===== src/hw/rtl/i2c_master_frame_receiver_assert.svh =====
// Assertion macros for the I2C master frame receiver.
// Sampled on clk_i; disabled while rst_ni is low. No other dependencies.
`ifndef I2C_MASTER_FRAME_RECEIVER_ASSERT_SVH
`define I2C_MASTER_FRAME_RECEIVER_ASSERT_SVH

// Property checked at every clock edge.
`define I2CMFR_ASSERT(label, prop, msg) \
  label: assert property (@(posedge clk_i) disable iff (!rst_ni) (prop)) else $error(msg);

// Same-cycle implication.
`define I2CMFR_ASSERT_IMPL(label, ante, cons, msg) \
  label: assert property (@(posedge clk_i) disable iff (!rst_ni) (ante) |-> (cons)) \
    else $error(msg);

// Next-cycle implication.
`define I2CMFR_ASSERT_NEXT(label, ante, cons, msg) \
  label: assert property (@(posedge clk_i) disable iff (!rst_ni) (ante) |=> (cons)) \
    else $error(msg);

`endif


===== src/hw/rtl/i2cmfr_pkg.sv =====
// Shared types and constants for the I2C master frame receiver.
// No dependencies; imported by every module of the block.
`timescale 1ns / 1ps
`default_nettype none

package i2cmfr_pkg;

  // Frame buffer depth of the attached system; bounds the byte index.
  localparam int FRAME_DEPTH = 128;

  // Highest byte index before the frame is forced to end.
  localparam logic [6:0] COUNT_LIMIT =
    7'((FRAME_DEPTH - 1 > 127) ? 127 : FRAME_DEPTH - 1);

  // Checksum bytes following the end marker.
  localparam logic [7:0] CHECKSUM_LEN = 8'd4;

  // Sequencer phases.
  localparam logic [2:0] PH_IDLE = 3'd0;
  localparam logic [2:0] PH_ADDR = 3'd1;
  localparam logic [2:0] PH_RECV = 3'd2;
  localparam logic [2:0] PH_ACK  = 3'd3;
  localparam logic [2:0] PH_STOP = 3'd4;

  // Bus action codes.
  localparam logic [2:0] ACT_ADDR = 3'd0;
  localparam logic [2:0] ACT_RECV = 3'd1;
  localparam logic [2:0] ACT_ACK  = 3'd2;
  localparam logic [2:0] ACT_STOP = 3'd3;
  localparam logic [2:0] ACT_NONE = 3'd4;

  // Configuration register indexes.
  localparam logic [1:0] REG_SLAVE_ADDR = 2'd0;
  localparam logic [1:0] REG_END_MARKER = 2'd1;
  localparam logic [1:0] REG_MAX_INDEX  = 2'd2;

  typedef struct packed {
    logic       slave_nack;
    logic [7:0] rx_data;
  } in_t;

  typedef struct packed {
    logic [2:0] bus_action;
    logic [7:0] tx_byte;
    logic       ack_bit;
    logic       byte_valid;
    logic [7:0] byte_value;
    logic [6:0] byte_position;
    logic       frame_complete;
  } out_t;

  typedef struct packed {
    logic       valid;
    logic [1:0] index;
    logic [7:0] data;
  } cfg_wr_t;

endpackage

`default_nettype wire


===== src/hw/rtl/i2cmfr_in_reg.sv =====
// Input register of the I2C master frame receiver.
// Holds one accepted event beat; depends on i2cmfr_pkg.
`timescale 1ns / 1ps
`default_nettype none

module i2cmfr_in_reg
  import i2cmfr_pkg::*;
(
  input  wire logic clk_i,
  input  wire logic rst_ni,
  input  wire logic in_valid_i,
  input  wire in_t  in_data_i,
  output logic      in_stall_o,
  input  wire logic take_i,
  output logic      item_valid_o,
  output in_t       item_o
);

  logic valid_q;
  in_t  data_q;

  // Stall only while a held beat cannot move on.
  assign in_stall_o   = valid_q & ~take_i;
  assign item_valid_o = valid_q;
  assign item_o       = data_q;

  always_ff @(posedge clk_i or negedge rst_ni) begin
    if (!rst_ni) begin
      valid_q <= 1'b0;
    end else if (!in_stall_o) begin
      valid_q <= in_valid_i;
    end
  end

  always_ff @(posedge clk_i) begin
    if (!in_stall_o && in_valid_i) begin
      data_q <= in_data_i;
    end
  end

endmodule

`default_nettype wire


===== src/hw/rtl/i2cmfr_seq.sv =====
// Phase sequencer and configuration registers of the I2C master frame receiver.
// Depends on i2cmfr_pkg and i2c_master_frame_receiver_assert.svh.
`timescale 1ns / 1ps
`default_nettype none

`include "i2c_master_frame_receiver_assert.svh"

module i2cmfr_seq
  import i2cmfr_pkg::*;
(
  input  wire logic    clk_i,
  input  wire logic    rst_ni,
  input  wire cfg_wr_t cfg_i,
  input  wire logic    advance_i,
  input  wire in_t     item_i,
  output out_t         result_o
);

  logic [7:0] slave_addr_q;
  logic [7:0] end_marker_q;
  logic [6:0] max_index_q;

  logic [2:0] phase_q,      phase_d;
  logic [6:0] byte_count_q, byte_count_d;
  logic       end_known_q,  end_known_d;
  logic [7:0] end_pos_q,    end_pos_d;
  logic       last_nack_q,  last_nack_d;
  logic       done_q,       done_d;
  logic       finish;

  always_comb begin
    phase_d      = phase_q;
    byte_count_d = byte_count_q;
    end_known_d  = end_known_q;
    end_pos_d    = end_pos_q;
    last_nack_d  = last_nack_q;
    done_d       = done_q;
    finish       = 1'b0;
    result_o     = '0;
    result_o.bus_action = ACT_NONE;

    unique case (phase_q)
      PH_IDLE: begin
        done_d              = 1'b0;
        result_o.bus_action = ACT_ADDR;
        result_o.tx_byte    = slave_addr_q;
        phase_d             = PH_ADDR;
      end
      PH_ADDR: begin
        // single ACK status check: a nack closes the transfer
        if (!item_i.slave_nack) begin
          result_o.bus_action = ACT_RECV;
          phase_d             = PH_RECV;
        end else begin
          result_o.bus_action = ACT_STOP;
          phase_d             = PH_STOP;
        end
      end
      PH_RECV: begin
        result_o.byte_valid    = 1'b1;
        result_o.byte_value    = item_i.rx_data;
        result_o.byte_position = byte_count_q;
        if (item_i.rx_data == end_marker_q) begin
          end_known_d = 1'b1;
          end_pos_d   = {1'b0, byte_count_q} + CHECKSUM_LEN;
        end
        finish = (end_known_d && ({1'b0, byte_count_q} == end_pos_d)) ||
                 (byte_count_q > max_index_q) ||
                 (byte_count_q >= COUNT_LIMIT);
        if (finish) begin
          done_d      = 1'b1;
          last_nack_d = 1'b1;
        end else begin
          byte_count_d = byte_count_q + 7'd1;
          last_nack_d  = 1'b0;
        end
        result_o.ack_bit    = last_nack_d;
        result_o.bus_action = ACT_ACK;
        phase_d             = PH_ACK;
      end
      PH_ACK: begin
        if (last_nack_q) begin
          result_o.bus_action = ACT_STOP;
          phase_d             = PH_STOP;
        end else begin
          result_o.bus_action = ACT_RECV;
          phase_d             = PH_RECV;
        end
      end
      default: begin
        // stop phase, and any stray code behaves the same
        phase_d      = PH_IDLE;
        byte_count_d = '0;
        end_known_d  = 1'b0;
      end
    endcase

    result_o.frame_complete = done_d;
  end

  always_ff @(posedge clk_i or negedge rst_ni) begin
    if (!rst_ni) begin
      slave_addr_q <= 8'd0;
      end_marker_q <= 8'd3;
      max_index_q  <= 7'd70;
      phase_q      <= PH_IDLE;
      byte_count_q <= '0;
      end_known_q  <= 1'b0;
      end_pos_q    <= '0;
      last_nack_q  <= 1'b0;
      done_q       <= 1'b0;
    end else begin
      if (cfg_i.valid) begin
        unique case (cfg_i.index)
          REG_SLAVE_ADDR: slave_addr_q <= cfg_i.data;
          REG_END_MARKER: end_marker_q <= cfg_i.data;
          REG_MAX_INDEX:  max_index_q  <= cfg_i.data[6:0];
          default: ;
        endcase
      end
      if (advance_i) begin
        phase_q      <= phase_d;
        byte_count_q <= byte_count_d;
        end_known_q  <= end_known_d;
        end_pos_q    <= end_pos_d;
        last_nack_q  <= last_nack_d;
        done_q       <= done_d;
      end
    end
  end

  `I2CMFR_ASSERT(a_count_bounded, byte_count_q <= COUNT_LIMIT, "byte index past limit")
  `I2CMFR_ASSERT_IMPL(a_nack_ends_frame, result_o.ack_bit, result_o.frame_complete,
    "nack driven without frame end")
  `I2CMFR_ASSERT_IMPL(a_tx_only_addr, result_o.tx_byte != 8'd0,
    result_o.bus_action == ACT_ADDR, "tx byte outside address action")
  `I2CMFR_ASSERT_NEXT(a_stop_clears, advance_i && (phase_q >= PH_STOP),
    (byte_count_q == 7'd0) && !end_known_q && (phase_q == PH_IDLE),
    "stop event did not clear frame state")

endmodule

`default_nettype wire


===== src/hw/rtl/i2cmfr_out_reg.sv =====
// Result register of the I2C master frame receiver.
// Holds one result beat until taken; depends on i2cmfr_pkg.
`timescale 1ns / 1ps
`default_nettype none

module i2cmfr_out_reg
  import i2cmfr_pkg::*;
(
  input  wire logic clk_i,
  input  wire logic rst_ni,
  input  wire logic res_valid_i,
  input  wire out_t res_i,
  output logic      take_o,
  output logic      out_valid_o,
  input  wire logic out_stall_i,
  output out_t      out_data_o
);

  logic valid_q;
  out_t data_q;

  // Free when empty or when the held beat leaves this cycle.
  assign take_o      = ~valid_q | ~out_stall_i;
  assign out_valid_o = valid_q;
  assign out_data_o  = data_q;

  always_ff @(posedge clk_i or negedge rst_ni) begin
    if (!rst_ni) begin
      valid_q <= 1'b0;
    end else if (take_o) begin
      valid_q <= res_valid_i;
    end
  end

  always_ff @(posedge clk_i) begin
    if (take_o && res_valid_i) begin
      data_q <= res_i;
    end
  end

endmodule

`default_nettype wire


===== src/hw/rtl/i2c_master_frame_receiver.sv =====
// I2C master frame receiver: at most one bus action per bus-completion event.
// An accepted beat is held in the input register; its result beat is loaded into the
// result register when that is free, and leaves from there.
// Throughput: one event per cycle while the result channel does not stall; the phase
// update is computed between the input register and the result register.
// Reset (async, active low): phase idle, counters clear, registers to their defaults.
`timescale 1ns / 1ps
`default_nettype none

module i2c_master_frame_receiver
  import i2cmfr_pkg::*;
(
  input  wire logic       clk_i,
  input  wire logic       rst_ni,
  // event channel
  input  wire logic       in_valid_i,
  output logic            in_stall_o,
  input  wire in_t        in_data_i,
  // result channel
  output logic            out_valid_o,
  input  wire logic       out_stall_i,
  output out_t            out_data_o,
  // configuration write channel
  input  wire logic       cfg_valid_i,
  output logic            cfg_ready_o,
  input  wire logic [1:0] cfg_index_i,
  input  wire logic [7:0] cfg_data_i
);

  logic    take;        // result register can load this cycle
  logic    item_valid;  // input register holds an event
  in_t     item;
  logic    advance;     // event moves through the sequencer now
  out_t    result;
  cfg_wr_t cfg_wr;

  // Register writes never wait; they are meant for idle periods only.
  assign cfg_ready_o  = 1'b1;
  assign cfg_wr.valid = cfg_valid_i;
  assign cfg_wr.index = cfg_index_i;
  assign cfg_wr.data  = cfg_data_i;

  // The sequencer state steps exactly when an event enters the result register.
  assign advance = item_valid & take;

  i2cmfr_in_reg u_in_reg (
    .clk_i        (clk_i),
    .rst_ni       (rst_ni),
    .in_valid_i   (in_valid_i),
    .in_data_i    (in_data_i),
    .in_stall_o   (in_stall_o),
    .take_i       (take),
    .item_valid_o (item_valid),
    .item_o       (item)
  );

  i2cmfr_seq u_seq (
    .clk_i     (clk_i),
    .rst_ni    (rst_ni),
    .cfg_i     (cfg_wr),
    .advance_i (advance),
    .item_i    (item),
    .result_o  (result)
  );

  // Result register: a finished beat waits here while the next event is taken.
  i2cmfr_out_reg u_out_reg (
    .clk_i       (clk_i),
    .rst_ni      (rst_ni),
    .res_valid_i (item_valid),
    .res_i       (result),
    .take_o      (take),
    .out_valid_o (out_valid_o),
    .out_stall_i (out_stall_i),
    .out_data_o  (out_data_o)
  );

endmodule

`default_nettype wire

===== config.mk =====
export PLATFORM = sky130hd
export DESIGN_NAME = i2c_master_frame_receiver
export DESIGN_NICKNAME = d
export VERILOG_FILES = /design/src/hw/rtl/i2cmfr_pkg.sv /design/src/hw/rtl/i2cmfr_in_reg.sv /design/src/hw/rtl/i2cmfr_seq.sv /design/src/hw/rtl/i2cmfr_out_reg.sv /design/src/hw/rtl/i2c_master_frame_receiver.sv
export VERILOG_INCLUDE_DIRS = /design/src /design/src/hw/rtl
export SDC_FILE = /design/constraint.sdc
export NUM_CORES = 1
export LEC_CHECK = 0
export BUFFER_PORTS_ARGS = -buffer_cell sky130_fd_sc_hd__buf_4
export CAP_MARGIN = 40
export CORE_UTILIZATION = 51
export DETAILED_ROUTE_END_ITERATION = 16
export PLACE_DENSITY = 0.82
export SETUP_SLACK_MARGIN = 0.3
export SLEW_MARGIN = 20
export SYNTH_ARGS = -nofsm -noshare
export SYNTH_HDL_FRONTEND = slang
export SYNTH_HIERARCHICAL = 1
export SYNTH_SLANG_ARGS = --single-unit

===== constraint.sdc =====
create_clock -name clk_i -period 2.03 [get_ports clk_i]
set_input_delay 0.1015 -clock clk_i [delete_from_list [all_inputs] [get_ports clk_i]]
set_output_delay 0.1015 -clock clk_i [all_outputs]
set_load 0.02 [all_outputs]

==> impl_metrics.csv, run 1 <==
group,metric,value,unit
drt,drt_iter0_drc,211,
cells_and_area,final_cells,494,
min_path,hp-class,"input port to register",
grt,grt_pass1_vias,2689,
synthesis,synthDominantCellAreaShare,29.97,%
synthesis,synthCells,293,
placed_design,hpwl,5465,um
cells_and_area,fillers,510,
synthesis,ys.flop_type,"dfrtp_1",
power,p_per_area,1160,nW/um^2
sta,max_freq,449.0,MHz
clock_network,clockRootBuffer,"clkbuf_8",
sta,setup_ws,-197.2,ps
power,total_power,5812,uW
power,intPower,3933,uW
synthesis,yosysUniqueCellTypes,56,
drt,routed_wirelength,8223,um
clock_network,insertion_delay,360,ps
status,status,"finished with violations",
grt,grt_max_degree,47,
sta,max_slew_margin,55.60,%
cells_and_area,antenna_cells,0,
floorplan,row_count,31,
floorplan,die_h,88.41,um
floorplan,die_w,88.41,um
clock_network,clk_path_buf_depth,2,
synthesis,ys_ff_latch,84,
critical_path,crit_type,"register to register",
synthesis,seq_area_frac_synth,60.37,%
synthesis,synthArstFlopShare,54.76,%
synthesis,yosysTopAreaCell,"edfxtp_1",
drt,drcViolationCount,0,
power,clkPwrFrac,24.4,%
clock_network,cts_buffers,9,
synthesis,netlist_top_cells_area,"edfxtp_1 (30%), dfrtp_1 (27%), mux2_2 (7.4%)",
floorplan,dieArea,7815,um^2
sta,tightest_slew,663.1,ps
floorplan,ios,56,
grt,overflow,0,
synthesis,synth_edf_count,38,
synthesis,syn_area,3807,um^2
critical_path,critPathMaxFanout,6,
placed_design,dpl_worst_slack,-212.6,ps
sta,finalCriticalPeriod,2227,ps
sta,finalSetupViolCount,8,
clock_network,htreeDepth,3,
sta,rsz0062_at_grt,"true",
drt,ant_nets,0,
power,vdd.ir_drop.worst,1.009,mV
cells_and_area,fin_nets,423,
power,p_leak,0.002166,uW
placed_design,portBuffers,54,
synthesis,synth_nets,326,
critical_path,required,2270,ps
grt,grt_usage,22.63,%
grt,grt_antenna_before_repair,0,
clock_network,clock-sinks,84,
placed_design,gp_congestion,0.8620,
drt,viasPerCell,5.354,
synthesis,synth.avg_cell_area,12.99,um^2
floorplan,start_util,52.49,%
synthesis,ys_warn_count,6,
floorplan,core_area,7253,um^2
job,maxCapViolCount,0,
critical_path,crit_arrival,2470,ps
drt,vias,2645,
critical_path,cp-start-kind,"register",
drt,dr.pass1.iters,4,
placed_design,dp_cells,457,
critical_path,endpoint_kind,"register",
drt,wl_per_cell,16.65,um
cells_and_area,area_delta_synth_final,31.61,%
sta,hold_ws,12.72,ps
sta,fin_worst_skew,7.043,ps
grt,grt_pass1_wl,12890,um
cells_and_area,final_util,69.09,%
sta,final_max_slew_viol_count,0,
cells_and_area,layout_commonest_cell,"buf_4",
power,pwr-share-seq,40.9,%
cells_and_area,drive_gt1_share,39.75,%
sta,finalHoldViolCount,0,
power,p_sw,1879,uW
sta,fin_crit_sh,109.7,%
power,p_comb_share,34.7,%
clock_network,cts.reportedPaths.clkPinSlew,80,ps
clock_network,tritoncts,"built",
status,violations,"setup timing",
cells_and_area,final_cell_mix,"buf_4 (77), dfrtp_1 (40), edfxtp_1 (38), mux2_2 (25), nand2_1 (20)",
power,p_sw_share,32.33,%
==> Yosys cell counts (2+ instances only) <==
master and count:
dfrtp_1 41, edfxtp_1 38, mux2_2 25, nand2_1 21
inv_1 15, nor2_1 12, xnor2_1 12, and3_1 11
o21ai_0 10, and2_1 9, ha_1 9, a21oi_1 6
nor3_1 6, xor2_1 6, buf_4 5, clkbuf_1 5
dfstp_2 5, nand3_1 5, nand4_1 4, a21o_1 3
nand3b_1 3, nor2b_1 3, buf_6 2, nand2b_1 2
nor3_2 2, o221ai_2 2, o31ai_1 2
==> routing by layer <==
metal | GRT usage, % | up-vias | wire, um
li1 | - | 1241 | -
met1 | 27.17 | 1293 | 3277
met2 | 39.09 | 92 | 4299
met3 | 6.063 | 19 | 454
met4 | 8.504 | 0 | 191
met5 | 0 | - | 0
==> layout make-up <==
cell class / instances / area, um^2 / area share (%)
Clock buffer: 10 / 127.6 / 2.547
Clock inverter: 6 / 112.6 / 2.247
Inverter: 15 / 56.30 / 1.124
Multi-Input combinational cell: 183 / 1511 / 30.16
Sequential cell: 84 / 2300 / 45.89
Tap cell: 99 / 123.9 / 2.472
Timing Repair Buffer: 97 / 779.5 / 15.56
==> worst max-delay path, stage by stage, from the launching register on <==
cell and delay, ps:
dfstp_2 540, inv_2 40, ha_4 250, nand4_1 140, buf_4 190, nor2_4 160
o221ai_4 180, or3_1 340, a32o_1 260
==> sequential cells by signal (all words and copies together), names as in the netlist, 3 cells and up <==
| name | cells |
|---|---|
| u_out_reg/out_data_o | 29 |
| u_in_reg/item_o | 9 |
| u_seq/end_marker_q | 8 |
| u_seq/byte_count_q | 7 |
| u_seq/phase_q | 3 |
| u_seq/end_pos_q | 8 |
| u_seq/max_index_q | 7 |
| u_seq/slave_addr_q | 8 |
==> stage by stage <==
stage / instance area [um^2] / setup TNS [ps]
after floorplan: 3829 / -59.03
after global placement: 4452 / -842.3
after detailed placement: 4452 / -1452
after CTS: 4949 / -516.5
after global routing: 5011 / -1699
final: 5011 / -1011
==> cell families (layout without fill, tap and decap cells) <==
kind of cell	Yosys count	count (layout)	synth area share [%]
other	1	1	0.09849
AO/OA/AOI/OAI	36	37	7.395
AND/OR/NAND/NOR	92	92	13.84
buffers and inverters	27	128	3.549
flip-flops	84	84	60.37
XOR/XNOR	18	18	4.141
multiplexers	26	26	7.657
adder cells (fa/ha/maj)	9	9	2.958
==> repair_timing <==
item	CTS	global route
endpoints found under the hold margin	59	5
buffers inserted	1	0
resized for setup	15	5
endpoints found under the setup margin	18	14
gates cloned	1	0
pin swaps	8	6
hold buffers	16	3
==> power by group through the flow <==
stage / registers [uW] / logic (uW) / clock network, uW
after detailed placement: 2400 / 1800 / 0
final: 2380 / 2020 / 1420
after global placement: 2390 / 1740 / 0
after CTS: 2370 / 1950 / 1440
after floorplan: 2490 / 1050 / 0
after global routing: 2420 / 2190 / 1510
==> path summary, 6_finish.rpt <==
check	end	slack, ps	startpoint	depth (start not counted)
worst max-delay path	u_seq/byte_count_q[3]$_DFFE_PN0P_	-200	u_seq/max_index_q[6]$_DFFE_PN1P_	8
worst min-delay path	u_seq/slave_addr_q[1]$_DFFE_PN0P_	10	cfg_data_i[1]	2
worst max register to register	u_seq/byte_count_q[3]$_DFFE_PN0P_	-200	u_seq/max_index_q[6]$_DFFE_PN1P_	8
worst min register to register	u_seq/end_pos_q[7]$_DFFE_PN0P_	500	u_seq/end_pos_q[7]$_DFFE_PN0P_	2
max in group asynchronous	u_seq/byte_count_q[5]$_DFFE_PN0P_	1310	rst_ni	2
min in group asynchronous	u_seq/phase_q[1]$_DFFE_PN0P_	280	rst_ni	2
(Power assumes the default switching activity.)
==> run 2: changes to the inputs <==
--- a/config.mk
+++ b/config.mk
@@ -12,6 +12,7 @@
 export DETAILED_ROUTE_END_ITERATION = 16
 export PLACE_DENSITY = 0.82
 export SETUP_SLACK_MARGIN = 0.3
+export SKIP_LAST_GASP = 1
 export SLEW_MARGIN = 20
 export SYNTH_ARGS = -nofsm -noshare
 export SYNTH_HDL_FRONTEND = slang
==> run 2 against run 1 <==
  * The run still ends with setup timing left
  * Setup slack improved by 9.1 ps
  * Largest cell class unchanged
  * Total power decreased by 0.16%
  * Sequential power about the same
  * Highest routed layer unchanged
  * Clock skew about the same
  * Via count increased by 0.23%
  * Critical path type unchanged
  * Utilization decreased by 0.28 points
  * First-iteration DRC count increased by 13%
==> impl_metrics.csv, run 2 (synthesized netlist as in run 1, its figures left out) <==
group,metric,value,unit
status,status,"finished with violations",
status,violations,"setup timing",
min_path,hp-class,"input port to register",
cells_and_area,layout_commonest_cell,"buf_4",
cells_and_area,drive_gt1_share,39.95,%
clock_network,clk_path_buf_depth,2,
power,p_leak,0.002158,uW
cells_and_area,regArea,2300,um^2
clock_network,clockRootBuffer,"clkbuf_8",
sta,finalCriticalPeriod,2218,ps
critical_path,critPathMaxFanout,6,
cells_and_area,largest_reg_flops,29,
critical_path,cp-start-kind,"register",
cells_and_area,final_cells,492,
critical_path,cp_top_family,"simple AND/OR/NAND/NOR gates",
clock_network,cts.reportedPaths.clkPinSlew,80,ps
drt,dr.pass1.iters,4,
cells_and_area,area_delta_synth_final,31.09,%
sta,finalHoldViolCount,0,
sta,max_freq,450.8,MHz
placed_design,gp_congestion,0.8620,
floorplan,ios,56,
grt,grt_pass1_vias,2661,
floorplan,die_w,88.41,um
floorplan,core_area,7253,um^2
placed_design,hpwl,5465,um
cells_and_area,final_util,68.81,%
grt,grt_usage,22.38,%
sta,rsz0062_at_grt,"true",
cells_and_area,fillers,505,
cells_and_area,fin_area,4991,um^2
clock_network,htreeDepth,3,
drt,drt_iter0_drc,239,
critical_path,crit_type,"register to register",
sta,setup_ws,-188.1,ps
clock_network,insertion_delay,360,ps
drt,wl_met3,406,um
power,p_per_area,1163,nW/um^2
drt,met2_length,4218,um
critical_path,cp_cell_sequence,"inv_2 -> ha_4 -> nand4_1 -> buf_4 -> nor2_4 -> o221ai_4 -> or3_1 -> a32o_1",
sta,tightest_slew,649.9,ps
placed_design,dpl_worst_slack,-212.6,ps
job,maxCapViolCount,0,
critical_path,crit_arrival,2460,ps
sta,max_slew_margin,56.48,%
sta,fin_setup_tns,-988.1,ps
grt,overflow,0,
sta,final_max_slew_viol_count,0,
grt,grt_max_degree,47,
sta,fin_crit_sh,109.3,%
placed_design,portBuffers,54,
critical_path,cpMaxStageDelayCell,"dfstp_2",
floorplan,dieArea,7815,um^2
drt,routed.top_layer,"met4",
placed_design,dp_cells,457,
critical_path,endpoint_kind,"register",
floorplan,die_h,88.41,um
floorplan,start_util,52.49,%
sta,finalSetupViolCount,8,
sta,fin_worst_skew,6.781,ps
critical_path,cpPeakStageDelay,540,ps
cells_and_area,multi_input_area,1511,um^2
drt,wl_per_cell,16.47,um
clock_network,clock-sinks,84,
cells_and_area,fin_nets,421,
clock_network,cts_buffers,9,
drt,viasPerCell,5.388,
drt,drcViolationCount,0,
placed_design,dpl-instance-area,4452,um^2
drt,routed_wirelength,8103,um
drt,ant_nets,0,
drt,met1Wirelength,3278,um
cells_and_area,final_cell_mix,"buf_4 (77), dfrtp_1 (40), edfxtp_1 (38), mux2_2 (25), nand2_1 (20)",
grt,grt_antenna_before_repair,0,
critical_path,required,2280,ps
drt,vias,2651,
cells_and_area,antenna_cells,0,
clock_network,tritoncts,"built",
floorplan,row_count,31,
critical_path,critPathBufInv,2,
grt,grt_pass1_wl,12780,um
power,vdd.ir_drop.worst,1.009,mV
run 2: layout make-up:
| class | instances | share of cell area [%] |
|---|---|---|
| Clock buffer | 10 | 2.557 |
| Clock inverter | 6 | 2.256 |
| Inverter | 15 | 1.128 |
| Multi-Input combinational cell | 183 | 30.28 |
| Sequential cell | 84 | 46.08 |
| Tap cell | 99 | 2.482 |
| Timing Repair Buffer | 95 | 15.22 |
run 2: final timing paths:
kind / startpoint / slack, ps / depth (start not counted) / end
setup / recovery: u_seq/max_index_q[6]$_DFFE_PN1P_ / -190 / 8 / u_seq/byte_count_q[3]$_DFFE_PN0P_
hold / removal: cfg_data_i[3] / 10 / 2 / u_seq/end_marker_q[3]$_DFFE_PN0P_
setup reg to reg: u_seq/max_index_q[6]$_DFFE_PN1P_ / -190 / 8 / u_seq/byte_count_q[3]$_DFFE_PN0P_
hold reg to reg: u_seq/end_pos_q[7]$_DFFE_PN0P_ / 490 / 2 / u_seq/end_pos_q[7]$_DFFE_PN0P_
max in group asynchronous: rst_ni / 1310 / 2 / u_seq/byte_count_q[5]$_DFFE_PN0P_
min in group asynchronous: rst_ni / 280 / 2 / u_seq/phase_q[1]$_DFFE_PN0P_
run 2: timing repair:
action / CTS / global route
cloned: 1 / 0
pin swaps: 8 / 6
setup endpoints to repair: 18 / 19
buffers inserted: 1 / 0
gates resized for setup: 14 / 6
hold endpoints to repair: 59 / 1
hold buffers: 16 / 1
run 2: power by group:
| part | switching (uW) | internal [uW] | leakage (uW) |
|---|---|---|---|
| Clock | 600 | 820 | 0.000120 |
| Sequential | 232 | 2150 | 0.000930 |
| Combinational | 1040 | 963 | 0.00111 |
run 2: worst reg2reg max path, cell delays in order (launching register included):
cell and delay [ps]:
dfstp_2 540, inv_2 40, ha_4 250, nand4_1 150, buf_4 190, nor2_4 160, o221ai_4 180, or3_1 350
a32o_1 250
run 2: layer usage:
layer	up-vias	track usage, %
li1	1240	-
met1	1311	27.09
met2	79	38.81
met3	21	5.597
met4	0	8.211
met5	-	0
run 2: per-stage QoR:
| stage | power (uW) | hold slack (ps) |
|---|---|---|
| 2_1_floorplan | 3537 | -194.1 |
| 3_3_place_gp | 4129 | 141.7 |
| 3_5_place_dp | 4200 | 152.8 |
| 4_1_cts | 5755 | 1.389 |
| 5_1_grt | 6103 | -4.119 |
| 6_report | 5803 | 11.02 |
==> run 3: changes to the inputs <==
==> constraint.sdc (replaced) <==
create_clock -name clk_i -period 2.03 [get_ports clk_i]
set_input_delay 0.3045 -clock clk_i [delete_from_list [all_inputs] [get_ports clk_i]]
set_output_delay 0.3045 -clock clk_i [all_outputs]
set_load 0.02 [all_outputs]
==> run 3 against run 2 <==
  * Routed wire length fell by 2.8%
  * Hold slack improved by 120 ps
  * Cell count fell by 3.3%
  * Critical endpoint is now u_seq/byte_count_q[2]$_DFFE_PN0P_
  * Global-route usage fell by 0.55 points
  * Sequential share of layout area rose by 1.5 points
  * The flow still finishes with violations (setup timing)
  * Total power fell by 0.55%
  * Combinational power barely moved
  * Clock skew rose by 0.65 ps
  * First-iteration DRC count fell by 7.9%
  * Sequential power barely moved
  * Sequential cell count did not move
  * Die area did not move
==> impl_metrics.csv, run 3 (synthesized netlist as in run 1, its figures left out) <==
group,metric,value,unit
sta,finalSetupViolCount,8,
cells_and_area,largest_reg_flops,29,
min_path,hp-class,"input port to register",
power,intPower,3911,uW
clock_network,clockRootBuffer,"clkbuf_8",
clock_network,clock-sinks,84,
power,total_power,5771,uW
power,p_per_area,1195,nW/um^2
min_path,worstHoldPathCells,1,
floorplan,row_count,31,
cells_and_area,layout_commonest_cell,"buf_4",
clock_network,clk_path_buf_depth,2,
power,p_sw_share,32.23,%
min_path,hold_end,"u_in_reg/item_o[4]$_DFFE_PP_",
cells_and_area,regArea,2300,um^2
floorplan,start_util,52.49,%
status,status,"finished with violations",
drt,ant_nets,0,
drt,vias,2565,
sta,setup_ws,-179.7,ps
critical_path,critPathMaxFanout,6,
critical_path,endpoint_kind,"register",
placed_design,gp_congestion,0.8620,
floorplan,die_w,88.41,um
sta,finalCriticalPeriod,2210,ps
power,p_sw,1860,uW
clock_network,cts.reportedPaths.clkPinSlew,80,ps
power,p_leak,0.002091,uW
cells_and_area,fillers,521,
placed_design,hpwl,5465,um
clock_network,tritoncts,"built",
critical_path,rrSetupSlack,-180,ps
cells_and_area,multi_input_area,1511,um^2
cells_and_area,fin_nets,405,
grt,grt_usage,21.83,%
critical_path,reg2regPathDepth,9,
sta,rsz0062_at_grt,"true",
floorplan,dieArea,7815,um^2
drt,wl_per_cell,16.54,um
min_path,min_from,"in_data_i[4]",
drt,dr.pass1.iters,4,
cells_and_area,antenna_cells,0,
cells_and_area,final_cell_mix,"buf_4 (77), dfrtp_1 (40), edfxtp_1 (38), mux2_2 (25), nand2_1 (20)",
sta,fin_worst_skew,7.435,ps
cells_and_area,drive_gt1_share,41.64,%
drt,drt_iter0_drc,220,
sta,max_freq,452.5,MHz
sta,finalHoldViolCount,0,
floorplan,ios,56,
clock_network,insertion_delay,350,ps
placed_design,dpl_worst_slack,-212.6,ps
sta,fin_setup_tns,-928.4,ps
placed_design,portBuffers,54,
critical_path,crit_type,"register to register",
clock_network,cts_buffers,9,
floorplan,core_area,7253,um^2
clock_network,htreeDepth,3,
drt,viasPerCell,5.389,
status,violations,"setup timing",
critical_path,cp-start-kind,"register",
sta,final_max_slew_viol_count,0,
critical_path,reg2reg_to,"u_seq/byte_count_q[2]$_DFFE_PN0P_",
power,vdd.ir_drop.worst,1.007,mV
grt,grt_pass1_wl,12460,um
sta,hold_ws,126.8,ps
power,pwr-share-seq,41.2,%
critical_path,r2r-start,"u_seq/max_index_q[6]$_DFFE_PN1P_",
sta,tightest_slew,662.4,ps
cells_and_area,area_delta_synth_final,26.88,%
drt,routed_wirelength,7875,um
job,maxCapViolCount,0,
grt,grt_max_degree,47,
floorplan,die_h,88.41,um
sta,max_slew_margin,55.65,%
power,p_comb_share,34.3,%
critical_path,required,2270,ps
grt,grt_pass1_vias,2575,
grt,overflow,0,
drt,drcViolationCount,0,
grt,grt_antenna_before_repair,0,
sta,fin_crit_sh,108.9,%
critical_path,crit_arrival,2440,ps
power,clkPwrFrac,24.4,%
[run 3: critical path: stages, from the launching register on]
cell      delay (ps)
dfstp_2          540
inv_2             40
ha_4             250
nand4_1          140
a21oi_2          190
nor3_2            60
buf_4            150
o221ai_2         310
nor3_1           110
o32ai_2          310
[run 3: worst max path at each step]
| stage | startpoint | end | slack [ps] | depth (start not counted) |
|---|---|---|---|---|
| 6_report | u_seq/max_index_q[6]$_DFFE_PN1P_ | u_seq/byte_count_q[2]$_DFFE_PN0P_ | -180 | 9 |
| 5_1_grt | u_seq/max_index_q[6]$_DFFE_PN1P_ | u_seq/byte_count_q[4]$_DFFE_PN0P_ | -250 | 8 |
| 4_1_cts | u_seq/max_index_q[2]$_DFFE_PN1P_ | u_seq/byte_count_q[3]$_DFFE_PN0P_ | -120 | 9 |
| 3_5_place_dp | u_seq/max_index_q[6]$_DFFE_PN1P_ | u_seq/byte_count_q[3]$_DFFE_PN0P_ | -210 | 9 |
| 3_3_place_gp | u_seq/max_index_q[2]$_DFFE_PN1P_ | u_seq/byte_count_q[3]$_DFFE_PN0P_ | -150 | 9 |
| 2_1_floorplan | u_seq/max_index_q[1]$_DFFE_PN1P_ | u_out_reg/out_data_o[0]$_DFFE_PP_ | -60 | 10 |
[run 3: metal layers]
metal | GRT usage [%] | vias to the layer above | wire [um]
met5 | 0 | - | 0
met4 | 6.745 | 0 | 108
met3 | 6.063 | 10 | 446
met2 | 37.76 | 90 | 4130
met1 | 26.66 | 1261 | 3190
li1 | - | 1204 | -
[run 3: repair_timing]
item	4_1_cts	5_1_grt
pin swaps	8	6
setup buffers	1	0
setup endpoints to repair	18	19
gates cloned	1	0
hold buffers	1	0
hold endpoints to repair	41	0
resized for setup	14	6
[run 3: area by class of cell]
cell class / instances / share of cell area (%)
Tap cell: 99 / 2.564
Sequential cell: 84 / 47.60
Multi-Input combinational cell: 183 / 31.29
Clock buffer: 10 / 2.642
Inverter: 15 / 1.166
Clock inverter: 6 / 2.331
Timing Repair Buffer: 79 / 12.41
[run 3: metrics by stage]
| stage | utilization (%) | cell area, um^2 | cells |
|---|---|---|---|
| 2_1_floorplan | - | 3829 | 293 |
| 3_3_place_gp | 61.38 | 4452 | 457 |
| 3_5_place_dp | 61.38 | 4452 | 457 |
| 4_1_cts | 66.09 | 4793 | 476 |
| 5_1_grt | 66.60 | 4831 | 476 |
| 6_report | 66.60 | 4831 | 476 |
[run 3: power by group through the flow]
stage                     sequential (uW)  clock [uW]  combinational [uW]
final                                2380        1410                1980
after CTS                            2370        1440                1920
after floorplan                      2490           0                1050
after detailed placement             2400           0                1800
after global placement               2390           0                1740
after global routing                 2420        1500                2150
